`src/rtl/ffha_pkg.sv`:
```
// ---------------------------------------------------------------------------
// ffha_pkg: shared definitions for the first-fit hole allocator
// Field widths, operation and status codes, and the command and status
// bundles that pass between the controller and the datapath.
// ---------------------------------------------------------------------------
package ffha_pkg;

	// Fixed widths of the channel fields.
	localparam int OP_W     = 2;
	localparam int SIZE_W   = 16;
	localparam int IDX_W    = 4;
	localparam int STATUS_W = 2;

	// Default sizing of the hole table.
	localparam int HOLES_DEF     = 16;
	localparam int SIZE_BITS_DEF = 16;

	// Operation codes.
	localparam logic [OP_W-1:0] OP_LOAD   = 2'd0;
	localparam logic [OP_W-1:0] OP_ALLOC  = 2'd1;
	localparam logic [OP_W-1:0] OP_REPORT = 2'd2;

	// Result status codes.
	localparam logic [STATUS_W-1:0] STAT_DONE  = 2'd0;
	localparam logic [STATUS_W-1:0] STAT_NOFIT = 2'd1;
	localparam logic [STATUS_W-1:0] STAT_ERROR = 2'd2;

	// Which result the datapath captures.
	typedef enum logic [2:0] {
		RES_LOAD,
		RES_HIT,
		RES_REPORT,
		RES_NOFIT,
		RES_ERR_ZERO,
		RES_ERR_IDX
	} res_kind_t;

	// Controller to datapath.
	typedef struct packed {
		logic      req_latch;
		logic      load_write;
		logic      hit_write;
		logic      report_read;
		logic      scan_start;
		logic      scan_run;
		logic      res_capture;
		res_kind_t res_kind;
		logic      out_load;
	} ffha_cmd_t;

	// Datapath to controller.
	typedef struct packed {
		logic [OP_W-1:0] op;
		logic            table_full;
		logic            table_empty;
		logic            idx_ok;
		logic            cmp_hit;
		logic            scan_miss;
		logic            out_free;
	} ffha_sts_t;

endpackage

```
`src/rtl/ffha_if.sv`:
```
// ---------------------------------------------------------------------------
// ffha_if: request and response channels of the hole allocator
// Valid/ready channels; a beat moves when valid and ready are both high.
// ---------------------------------------------------------------------------
interface ffha_req_if;
	logic                           valid;
	logic                           ready;
	logic [ffha_pkg::OP_W-1:0]      op;
	logic [ffha_pkg::SIZE_W-1:0]    size;
	logic [ffha_pkg::IDX_W-1:0]     query_index;

	modport source (output valid, output op, output size, output query_index, input ready);
	modport sink   (input valid, input op, input size, input query_index, output ready);
endinterface

interface ffha_rsp_if;
	logic                           valid;
	logic                           ready;
	logic [ffha_pkg::STATUS_W-1:0]  status;
	logic [ffha_pkg::IDX_W-1:0]     hole_number;
	logic [ffha_pkg::SIZE_W-1:0]    original_size;
	logic [ffha_pkg::SIZE_W-1:0]    free_size;

	modport source (output valid, output status, output hole_number, output original_size,
		output free_size, input ready);
	modport sink   (input valid, input status, input hole_number, input original_size,
		input free_size, output ready);
endinterface

```
`src/rtl/ffha_ram.sv`:
```
// ---------------------------------------------------------------------------
// ffha_ram: simple dual-port RAM
// One write port and one read port; read data is registered.
// ---------------------------------------------------------------------------
module ffha_ram #(
	parameter int WIDTH = 32,
	parameter int DEPTH = 16
) (
	input  logic                                    clk,
	input  logic                                    we,
	input  logic [(DEPTH > 1 ? $clog2(DEPTH) : 1)-1:0] waddr,
	input  logic [WIDTH-1:0]                        wdata,
	input  logic [(DEPTH > 1 ? $clog2(DEPTH) : 1)-1:0] raddr,
	output logic [WIDTH-1:0]                        rdata
);

	logic [WIDTH-1:0] mem [DEPTH];

	// Write and registered read.
	always_ff @(posedge clk) begin
		if (we) begin
			mem[waddr] <= wdata;
		end
		rdata <= mem[raddr];
	end

endmodule

```
`src/rtl/ffha_ctrl.sv`:
```
// ---------------------------------------------------------------------------
// ffha_ctrl: sequencer of the hole allocator
// Decodes each request and steps the datapath through load, report or
// the first-fit scan, then hands the result to the output register.
// ---------------------------------------------------------------------------
module ffha_ctrl (
	input  logic                clk,
	input  logic                arst_n,
	input  logic                in_valid,
	output logic                in_ready,
	input  ffha_pkg::ffha_sts_t sts,
	output ffha_pkg::ffha_cmd_t cmd
);

	typedef enum logic [2:0] {
		S_IDLE,
		S_EXEC,
		S_SCAN,
		S_RPT,
		S_DONE
	} state_t;

	state_t state_q;
	state_t state_d;

	assign in_ready = (state_q == S_IDLE);

	// Command decode and next state.
	always_comb begin
		cmd = '0;
		cmd.res_kind = ffha_pkg::RES_ERR_ZERO;
		state_d = state_q;
		unique case (state_q)
			S_IDLE: begin
				if (in_valid) begin
					cmd.req_latch = 1'b1;
					state_d = S_EXEC;
				end
			end
			S_EXEC: begin
				state_d = S_DONE;
				unique case (sts.op)
					ffha_pkg::OP_LOAD: begin
						cmd.res_capture = 1'b1;
						if (sts.table_full) begin
							cmd.res_kind = ffha_pkg::RES_ERR_ZERO;
						end else begin
							cmd.load_write = 1'b1;
							cmd.res_kind = ffha_pkg::RES_LOAD;
						end
					end
					ffha_pkg::OP_ALLOC: begin
						if (sts.table_empty) begin
							cmd.res_capture = 1'b1;
							cmd.res_kind = ffha_pkg::RES_NOFIT;
						end else begin
							cmd.scan_start = 1'b1;
							state_d = S_SCAN;
						end
					end
					ffha_pkg::OP_REPORT: begin
						if (sts.idx_ok) begin
							cmd.report_read = 1'b1;
							state_d = S_RPT;
						end else begin
							cmd.res_capture = 1'b1;
							cmd.res_kind = ffha_pkg::RES_ERR_IDX;
						end
					end
					default: begin
						cmd.res_capture = 1'b1;
						cmd.res_kind = ffha_pkg::RES_ERR_ZERO;
					end
				endcase
			end
			S_SCAN: begin
				cmd.scan_run = 1'b1;
				if (sts.cmp_hit) begin
					cmd.hit_write = 1'b1;
					cmd.res_capture = 1'b1;
					cmd.res_kind = ffha_pkg::RES_HIT;
					state_d = S_DONE;
				end else if (sts.scan_miss) begin
					cmd.res_capture = 1'b1;
					cmd.res_kind = ffha_pkg::RES_NOFIT;
					state_d = S_DONE;
				end
			end
			S_RPT: begin
				cmd.res_capture = 1'b1;
				cmd.res_kind = ffha_pkg::RES_REPORT;
				state_d = S_DONE;
			end
			S_DONE: begin
				if (sts.out_free) begin
					cmd.out_load = 1'b1;
					state_d = S_IDLE;
				end
			end
			default: begin
				state_d = S_IDLE;
			end
		endcase
	end

	// State register.
	always_ff @(posedge clk or negedge arst_n) begin
		if (!arst_n) begin
			state_q <= S_IDLE;
		end else begin
			state_q <= state_d;
		end
	end

	// A load write never happens on a full table.
	a_no_write_full: assert property (@(posedge clk) disable iff (!arst_n)
		cmd.load_write |-> !sts.table_full)
		else $error("load write issued on a full table");

	// The output register is only loaded when it can take a beat.
	a_out_load_free: assert property (@(posedge clk) disable iff (!arst_n)
		cmd.out_load |-> sts.out_free)
		else $error("result loaded into a busy output register");

	// An accepted request is executed in the next cycle.
	a_accept_exec: assert property (@(posedge clk) disable iff (!arst_n)
		(in_valid && in_ready) |=> (state_q == S_EXEC))
		else $error("accepted request not executed");

endmodule

```
`src/rtl/ffha_dp.sv`:
```
// ---------------------------------------------------------------------------
// ffha_dp: datapath of the hole allocator
// Holds the request, the hole count, the hole table RAM, the scan
// counters, the result and the output register.
// ---------------------------------------------------------------------------
module ffha_dp #(
	parameter int HOLES     = ffha_pkg::HOLES_DEF,
	parameter int SIZE_BITS = ffha_pkg::SIZE_BITS_DEF
) (
	input  logic                              clk,
	input  logic                              arst_n,
	input  ffha_pkg::ffha_cmd_t               cmd,
	output ffha_pkg::ffha_sts_t               sts,
	input  logic [ffha_pkg::OP_W-1:0]         in_op,
	input  logic [ffha_pkg::SIZE_W-1:0]       in_size,
	input  logic [ffha_pkg::IDX_W-1:0]        in_query_index,
	input  logic                              out_ready,
	output logic                              out_valid,
	output logic [ffha_pkg::STATUS_W-1:0]     out_status,
	output logic [ffha_pkg::IDX_W-1:0]        out_hole_number,
	output logic [ffha_pkg::SIZE_W-1:0]       out_original_size,
	output logic [ffha_pkg::SIZE_W-1:0]       out_free_size
);

	localparam int IW = (HOLES > 1) ? $clog2(HOLES) : 1;
	localparam int CW = $clog2(HOLES + 1);

	// Request registers.
	logic [ffha_pkg::OP_W-1:0]  op_q;
	logic [SIZE_BITS-1:0]       size_q;
	logic [ffha_pkg::IDX_W-1:0] qidx_q;

	// Table fill and scan state.
	logic [CW-1:0] count_q;
	logic [CW-1:0] rd_idx_q;
	logic          cmp_vld_q;
	logic [IW-1:0] cmp_idx_q;

	// Result and output registers.
	logic [ffha_pkg::STATUS_W-1:0] res_status_q;
	logic [ffha_pkg::IDX_W-1:0]    res_num_q;
	logic [SIZE_BITS-1:0]          res_orig_q;
	logic [SIZE_BITS-1:0]          res_free_q;
	logic                          out_valid_q;
	logic [ffha_pkg::STATUS_W-1:0] out_status_q;
	logic [ffha_pkg::IDX_W-1:0]    out_num_q;
	logic [ffha_pkg::SIZE_W-1:0]   out_orig_q;
	logic [ffha_pkg::SIZE_W-1:0]   out_free_q;

	// RAM ports.
	logic                   ram_we;
	logic [IW-1:0]          ram_waddr;
	logic [2*SIZE_BITS-1:0] ram_wdata;
	logic [IW-1:0]          ram_raddr;
	logic [2*SIZE_BITS-1:0] ram_rdata;

	// Width adapters.
	logic [47:0]          size_wide;
	logic [SIZE_BITS-1:0] size_in;
	logic [31:0]          qidx_wide;
	logic [IW-1:0]        qaddr;
	logic [31:0]          count_wide;
	logic [31:0]          cmp_idx_wide;
	logic [47:0]          orig_wide;
	logic [47:0]          free_wide;

	// Table read data and compare.
	logic [SIZE_BITS-1:0] rd_orig;
	logic [SIZE_BITS-1:0] rd_free;
	logic [SIZE_BITS-1:0] free_after;
	logic                 fits;
	logic                 cmp_hit;
	logic                 scan_issue;

	assign size_wide    = 48'(in_size);
	assign size_in      = size_wide[SIZE_BITS-1:0];
	assign qidx_wide    = 32'(qidx_q);
	assign qaddr        = qidx_wide[IW-1:0];
	assign count_wide   = 32'(count_q);
	assign cmp_idx_wide = 32'(cmp_idx_q);

	assign rd_orig    = ram_rdata[2*SIZE_BITS-1:SIZE_BITS];
	assign rd_free    = ram_rdata[SIZE_BITS-1:0];
	assign free_after = rd_free - size_q;
	assign fits       = (size_q <= rd_free);
	assign cmp_hit    = cmp_vld_q && fits;
	assign scan_issue = cmd.scan_run && !cmp_hit && (rd_idx_q < count_q);

	// Status toward the controller.
	always_comb begin
		sts.op          = op_q;
		sts.table_full  = (count_q == CW'(HOLES));
		sts.table_empty = (count_q == '0);
		sts.idx_ok      = (qidx_wide < count_wide);
		sts.cmp_hit     = cmp_hit;
		sts.scan_miss   = cmp_vld_q && !fits && (CW'(cmp_idx_q) == (count_q - CW'(1)));
		sts.out_free    = !out_valid_q || out_ready;
	end

	// Table write port: a new hole, or the shrunk hole of an allocation.
	always_comb begin
		ram_we    = cmd.load_write || cmd.hit_write;
		ram_waddr = cmd.hit_write ? cmp_idx_q : count_q[IW-1:0];
		ram_wdata = cmd.hit_write ? {rd_orig, free_after} : {size_q, size_q};
	end

	// Table read port: the report index, or the next hole of the scan.
	always_comb begin
		ram_raddr = '0;
		if (cmd.report_read) begin
			ram_raddr = qaddr;
		end else if (scan_issue) begin
			ram_raddr = rd_idx_q[IW-1:0];
		end
	end

	ffha_ram #(
		.WIDTH (2 * SIZE_BITS),
		.DEPTH (HOLES)
	) u_table (
		.clk   (clk),
		.we    (ram_we),
		.waddr (ram_waddr),
		.wdata (ram_wdata),
		.raddr (ram_raddr),
		.rdata (ram_rdata)
	);

	// Request capture.
	always_ff @(posedge clk) begin
		if (cmd.req_latch) begin
			op_q   <= in_op;
			size_q <= size_in;
			qidx_q <= in_query_index;
		end
	end

	// Hole count and scan pipeline: one read issued per cycle, compared in the next cycle.
	always_ff @(posedge clk or negedge arst_n) begin
		if (!arst_n) begin
			count_q   <= '0;
			rd_idx_q  <= '0;
			cmp_vld_q <= 1'b0;
			cmp_idx_q <= '0;
		end else begin
			if (cmd.load_write) begin
				count_q <= count_q + CW'(1);
			end
			if (cmd.scan_start) begin
				rd_idx_q  <= '0;
				cmp_vld_q <= 1'b0;
			end else if (cmd.scan_run) begin
				cmp_vld_q <= scan_issue;
				if (scan_issue) begin
					rd_idx_q  <= rd_idx_q + CW'(1);
					cmp_idx_q <= rd_idx_q[IW-1:0];
				end
			end
		end
	end

	// Result capture.
	always_ff @(posedge clk) begin
		if (cmd.res_capture) begin
			unique case (cmd.res_kind)
				ffha_pkg::RES_LOAD: begin
					res_status_q <= ffha_pkg::STAT_DONE;
					res_num_q    <= count_wide[ffha_pkg::IDX_W-1:0];
					res_orig_q   <= size_q;
					res_free_q   <= size_q;
				end
				ffha_pkg::RES_HIT: begin
					res_status_q <= ffha_pkg::STAT_DONE;
					res_num_q    <= cmp_idx_wide[ffha_pkg::IDX_W-1:0];
					res_orig_q   <= rd_orig;
					res_free_q   <= free_after;
				end
				ffha_pkg::RES_REPORT: begin
					res_status_q <= ffha_pkg::STAT_DONE;
					res_num_q    <= qidx_q;
					res_orig_q   <= rd_orig;
					res_free_q   <= rd_free;
				end
				ffha_pkg::RES_NOFIT: begin
					res_status_q <= ffha_pkg::STAT_NOFIT;
					res_num_q    <= '0;
					res_orig_q   <= '0;
					res_free_q   <= '0;
				end
				ffha_pkg::RES_ERR_IDX: begin
					res_status_q <= ffha_pkg::STAT_ERROR;
					res_num_q    <= qidx_q;
					res_orig_q   <= '0;
					res_free_q   <= '0;
				end
				default: begin
					res_status_q <= ffha_pkg::STAT_ERROR;
					res_num_q    <= '0;
					res_orig_q   <= '0;
					res_free_q   <= '0;
				end
			endcase
		end
	end

	assign orig_wide = 48'(res_orig_q);
	assign free_wide = 48'(res_free_q);

	// Output register valid.
	always_ff @(posedge clk or negedge arst_n) begin
		if (!arst_n) begin
			out_valid_q <= 1'b0;
		end else if (cmd.out_load) begin
			out_valid_q <= 1'b1;
		end else if (out_ready) begin
			out_valid_q <= 1'b0;
		end
	end

	// Output register payload.
	always_ff @(posedge clk) begin
		if (cmd.out_load) begin
			out_status_q <= res_status_q;
			out_num_q    <= res_num_q;
			out_orig_q   <= orig_wide[ffha_pkg::SIZE_W-1:0];
			out_free_q   <= free_wide[ffha_pkg::SIZE_W-1:0];
		end
	end

	assign out_valid         = out_valid_q;
	assign out_status        = out_status_q;
	assign out_hole_number   = out_num_q;
	assign out_original_size = out_orig_q;
	assign out_free_size     = out_free_q;

	// The hole count never passes the table depth.
	a_count_bound: assert property (@(posedge clk) disable iff (!arst_n)
		count_wide <= 32'(HOLES))
		else $error("hole count beyond table depth");

	// The hole count grows by at most one per cycle and never shrinks.
	a_count_step: assert property (@(posedge clk) disable iff (!arst_n)
		1'b1 |=> (count_q == $past(count_q)) || (count_q == $past(count_q) + CW'(1)))
		else $error("hole count changed by more than one");

	// A compared hole always lies inside the loaded part of the table.
	a_cmp_in_range: assert property (@(posedge clk) disable iff (!arst_n)
		(cmd.scan_run && cmp_vld_q) |-> (CW'(cmp_idx_q) < count_q))
		else $error("scan compared an unloaded hole");

endmodule

```
`src/rtl/first_fit_hole_allocator_core.sv`:
```
// ---------------------------------------------------------------------------
// first_fit_hole_allocator_core: first-fit hole table
// A request beat on req carries op, size and query_index. Load appends a
// hole, allocate takes the request from the lowest-numbered hole that has
// room, report returns one hole. Every request yields one response beat
// on rsp with status, hole_number, original_size and free_size.
// Requests are taken one at a time: req.ready is high only while the block
// is idle. A load, an error or an empty-table allocation goes straight
// from the request registers to the result register; a report first reads
// the table entry; an allocation scans the loaded holes from hole 0 and
// stops at the first that fits or after the last one. The scan reads one
// table entry per cycle through the RAM read port. The next request is
// accepted after the response enters the output register, with one request
// at a time in flight. If rsp stalls, the response waits in the output
// register and a finished result waits in the block, which then takes no
// new request. Reset empties the table by clearing the hole count; the
// table RAM itself is not cleared.
// ---------------------------------------------------------------------------
module first_fit_hole_allocator_core #(
	parameter int HOLES     = ffha_pkg::HOLES_DEF,
	parameter int SIZE_BITS = ffha_pkg::SIZE_BITS_DEF
) (
	input  logic        clk,
	input  logic        arst_n,
	ffha_req_if.sink    req,
	ffha_rsp_if.source  rsp
);

	ffha_pkg::ffha_cmd_t cmd;
	ffha_pkg::ffha_sts_t sts;
	logic                req_ready;

	assign req.ready = req_ready;

	// Sequencer.
	ffha_ctrl u_ctrl (
		.clk      (clk),
		.arst_n   (arst_n),
		.in_valid (req.valid),
		.in_ready (req_ready),
		.sts      (sts),
		.cmd      (cmd)
	);

	// Table, scan and output register.
	ffha_dp #(
		.HOLES     (HOLES),
		.SIZE_BITS (SIZE_BITS)
	) u_dp (
		.clk               (clk),
		.arst_n            (arst_n),
		.cmd               (cmd),
		.sts               (sts),
		.in_op             (req.op),
		.in_size           (req.size),
		.in_query_index    (req.query_index),
		.out_ready         (rsp.ready),
		.out_valid         (rsp.valid),
		.out_status        (rsp.status),
		.out_hole_number   (rsp.hole_number),
		.out_original_size (rsp.original_size),
		.out_free_size     (rsp.free_size)
	);

endmodule
```
`src/flat_wrapper.sv`:
```
// flat-port wrapper written by rule: the top's interface ports become plain ports
module first_fit_hole_allocator_core_flat 
#(
	parameter int HOLES     = ffha_pkg::HOLES_DEF,
	parameter int SIZE_BITS = ffha_pkg::SIZE_BITS_DEF
)
  (clk, arst_n, req_valid, req_op, req_size, req_query_index, req_ready, rsp_valid, rsp_status, rsp_hole_number, rsp_original_size, rsp_free_size, rsp_ready);
  ffha_req_if req_i ();
  ffha_rsp_if rsp_i ();
  input  logic clk;
  input  logic arst_n;
  input wire logic [$bits(req_i.valid)-1:0] req_valid;
  input wire logic [$bits(req_i.op)-1:0] req_op;
  input wire logic [$bits(req_i.size)-1:0] req_size;
  input wire logic [$bits(req_i.query_index)-1:0] req_query_index;
  output wire logic [$bits(req_i.ready)-1:0] req_ready;
  output wire logic [$bits(rsp_i.valid)-1:0] rsp_valid;
  output wire logic [$bits(rsp_i.status)-1:0] rsp_status;
  output wire logic [$bits(rsp_i.hole_number)-1:0] rsp_hole_number;
  output wire logic [$bits(rsp_i.original_size)-1:0] rsp_original_size;
  output wire logic [$bits(rsp_i.free_size)-1:0] rsp_free_size;
  input wire logic [$bits(rsp_i.ready)-1:0] rsp_ready;
  assign req_i.valid = req_valid;
  assign req_i.op = req_op;
  assign req_i.size = req_size;
  assign req_i.query_index = req_query_index;
  assign req_ready = req_i.ready;
  assign rsp_valid = rsp_i.valid;
  assign rsp_status = rsp_i.status;
  assign rsp_hole_number = rsp_i.hole_number;
  assign rsp_original_size = rsp_i.original_size;
  assign rsp_free_size = rsp_i.free_size;
  assign rsp_i.ready = rsp_ready;
  first_fit_hole_allocator_core #(.HOLES(HOLES), .SIZE_BITS(SIZE_BITS)) u_core (.clk(clk), .arst_n(arst_n), .req(req_i), .rsp(rsp_i));
endmodule
```
`config.mk`:
```
export PLATFORM = sky130hd
export DESIGN_NAME = first_fit_hole_allocator_core_flat
export DESIGN_NICKNAME = d
export VERILOG_FILES = /design/src/rtl/ffha_pkg.sv /design/src/rtl/ffha_if.sv /design/src/rtl/ffha_ram.sv /design/src/rtl/ffha_ctrl.sv /design/src/rtl/ffha_dp.sv /design/src/rtl/first_fit_hole_allocator_core.sv /design/src/flat_wrapper.sv
export SDC_FILE = /design/constraint.sdc
export NUM_CORES = 1
export LEC_CHECK = 0
export ABC_AREA = 1
export ABC_CLOCK_PERIOD_IN_PS = 10500
export CAP_MARGIN = 15
export CORE_MARGIN = 10
export CORE_UTILIZATION = 55
export DETAILED_ROUTE_END_ITERATION = 10
export DONT_BUFFER_PORTS = 1
export GPL_TIMING_DRIVEN = 1
export HOLD_SLACK_MARGIN = 0.12
export PLACE_DENSITY = 0.68
export REMOVE_ABC_BUFFERS = 1
export SLEW_MARGIN = 20
export SYNTH_ARGS = -nofsm -noshare
export SYNTH_HDL_FRONTEND = slang
export SYNTH_SLANG_ARGS = --single-unit
```
`constraint.sdc`:
```
create_clock -name clk -period 10.5 [get_ports clk]
set_input_delay 0 -clock clk [delete_from_list [all_inputs] [get_ports clk]]
set_output_delay 0 -clock clk [all_outputs]
set_load 0.05 [all_outputs]
```
==> results.md <==
* Post_cts resized at 0
* RSZ-0062 raised after global routing: false
* Core Region at 51300 µm²
* Reg clk slew, reported paths at 0.06 ns
* Tcrit/Tclk final at 0.4876
* Clk_lat worst skew at 0.60 ns
* Synth area leaders: edfxtp_1 (64%), nand3_1 (11%), nand2_1 (9.2%)
* First-pass GRT wire length at 114400 µm
* Final Hold Violating Endpoints at 0
* Worst Path Arrival at 5.66 ns
* CTS H-tree depth at 3
* TritonCTS Buffers at 70
* Largest net degree at the start of global routing at 174
* Grt total ovfl at 0
* Initial Util at 0.5562
* Via-per-instance ratio at 5.796
* Avg Cell Area, Syn at roughly 11 µm²
* Fraction of layout cells with a size suffix above 1 at 0.06936
* Max-slew violations at 0
* Least-Margin Pin Slew at 1.104 ns
* CP Launch Type: flop
* 1st-iter DRT viols at 2240
* Max IR drop VDD at 0.0001176 V
* Worst Hold Class: primary input to flop
* Sequential area share after synthesis at 0.6811
* Post-synth top cells: nand2_1 (697), nand3_1 (625), edfxtp_1 (610)
* Synth warnings at 0
* DRC viols at 0
* Critical path capture point type: flop
* CTS Buffer Depth at 3
* Dpl hpwl at 42310 µm
* Diodes inserted at 0
* Layout filler cell count at 3929
* Total power draw at 7305 µW
* Max cap viols at 0
* Die area at 61390 µm²
* Row count at 83
* CTS Sinks at 661
* Fmax at 0.1953 GHz
* Syn Inst Count at 2689
* Post-route cell area at 32140 µm²
* Vias at 19990
* Antenna violations before repair at 0
* Mapped Area at roughly 29000 µm²
* Post-synth top area share at 0.6420
* CTS tree: yes
* Most frequent cell after synthesis: nand2_1
* Post-synth cell types at 40
* Seq cells post-synth at 661
* CP Max Fanout at roughly 170
* FFs w/ async S/R, synth at 0.02874
* Area leader, netlist: edfxtp_1
* # nets final at roughly 2800
* CP required at 11.04 ns
* Crit Path Class: flop to flop
* Min Hold Slack at 0.2804 ns
* Number of enable flip-flop cells after synthesis at 610
* Final period demand of the worst path at 5.120 ns
* Relative slew slack at 0.2591
* Post-route ant nets at 0
* IO Port Bufs at 0
* Area Overhead vs Synth at 12.64%
* Vias in the first global route at 19170
* LEAKAGE at ~0.013 µW
* P per Cell Area at ~230 nW/µm²
* DRT Pass-1 Iters at 6
* Top FF cell, synth: edfxtp_1
* Post-placement cell area at 29350 µm²
* Num ports at 66
* Die Y-Extent at 247.8 µm
* Wire length per cell at 21.65 µm
* Die X-Extent at 247.8 µm
* # setup viols final at 0
* Clock Skew at 0.02351 ns
* GP Congestion at roughly 0.93
* Clock Tree Root: clkbuf_16
* Wirelength, routed at roughly 75000 µm
* All-Layer GR Usage at 0.2436
* Status: finished clean
worst max-delay path, cell delays in order, from the launching register on:
cell	delay [ns]
edfxtp_1	0.38
ha_1	0.18
inv_1	0.07
fa_1	0.38
nand2_1	0.09
nand2_1	0.07
nand3_1	0.13
nand3_1	0.09
nand2_1	0.08
nand2_1	0.15
nand2_1	0.24
nand3_4	0.66
nand2_4	1.03
buf_12	0.60
nand2_1	0.10
nand2_1	0.09
nand2_1	0.05
nand3_1	0.09
nand3_1	0.16
nand2_1	0.13
final cells by class:
type | instances | area (µm²) | share of cell area
Timing Repair Buffer | 95 | 890.9 | 0.02772
Clock inverter | 30 | 329.1 | 0.01024
Inverter | 349 | 1315 | 0.04092
Clock buffer | 96 | 1953 | 0.06077
Multi-Input combinational cell | 1537 | 7367 | 0.2292
Tap cell | 680 | 850.8 | 0.02647
Sequential cell | 661 | 19430 | 0.6047
cells in the final DEF (no fill, tap or decap), drive strengths merged, types with 32 or more instances in the layout:
cell type / Yosys / final
buf: 86 / 46
clkbuf: 56 / 96
dfxtp: 32 / 32
dlygate4sd3: 0 / 49
edfxtp: 610 / 610
inv: 348 / 349
nand2: 698 / 698
nand3: 626 / 626
nor2: 51 / 51
o21ai: 57 / 57
final timing paths:
path                       cells after the start                                       end                               start  slack [ns]
setup / recovery                              19     u_core.u_dp.u_table.rdata[16]$_DFF_P_     u_core.u_dp.size_q[0]$_DFFE_PP_        5.38
hold / removal                                 4      u_core.u_ctrl.state_q[2]$_DFFE_PN0P_                           rsp_ready        0.28
setup reg to reg                              19     u_core.u_dp.u_table.rdata[16]$_DFF_P_     u_core.u_dp.size_q[0]$_DFFE_PP_        5.38
hold reg to reg                                0  u_core.u_dp.out_hole_number[3]$_DFFE_PP_  u_core.u_dp.res_num_q[3]$_DFFE_PP_        0.42
max in group asynchronous                      3       u_core.u_dp.rd_idx_q[3]$_DFFE_PN0P_                              arst_n        9.68
min in group asynchronous                      3      u_core.u_ctrl.state_q[2]$_DFFE_PN0P_                              arst_n        0.47
cells by family after synthesis:
group	synth area share
xor+xnor	0.006753
simple gates	0.2124
fa+ha+maj	0.01430
buf+inv	0.06805
flops	0.6811
compound gates	0.01741
registers in the layout, summed over array words and instances (netlist names), 3 cells and up:
register,cells
u_core.u_dp.out_hole_number,4
u_core.u_dp.rd_idx_q,5
u_core.u_dp.out_original_size,16
u_core.u_dp.u_table.mem,512
u_core.u_dp.cmp_idx_q,4
u_core.u_dp.res_free_q,16
u_core.u_dp.u_table.rdata,32
u_core.u_dp.count_q,5
u_core.u_dp.res_orig_q,16
u_core.u_dp.qaddr,4
u_core.u_dp.out_free_size,16
u_core.u_dp.size_q,16
u_core.u_ctrl.state_q,3
u_core.u_dp.res_num_q,4
per-layer routing:
metal	wire length, µm	vias up	global-route usage
met5	0	-	0
met4	2509	0	0.1002
met3	6599	167	0.03838
met2	35460	1064	0.3920
met1	30080	9633	0.3274
li1	-	9121	-
power breakdown:
part / leakage [µW] / switching [µW] / internal, µW
sequential: 0.00605 / 213 / 3280
combinational: 0.00586 / 992 / 355
clock: 0.00110 / 989 / 1470
per-stage QoR:
stage	setup TNS (ns)	setup WS, ns	utilization	instances
6_report	0	5.380	0.6265	3448
5_1_grt	0	5.038	0.6265	3448
4_1_cts	0	5.401	0.6261	3447
3_5_place_dp	0	5.422	0.5720	3272
3_3_place_gp	0	5.616	0.5707	3269
2_1_floorplan	-52.53	-1.650	-	2547
what timing repair did:
action | in CTS | in global routing
hold endpoints to repair | 66 | 19
hold buffers | 49 | 1
setup buffers | 0 | 0
(Power assumes the default switching activity.)
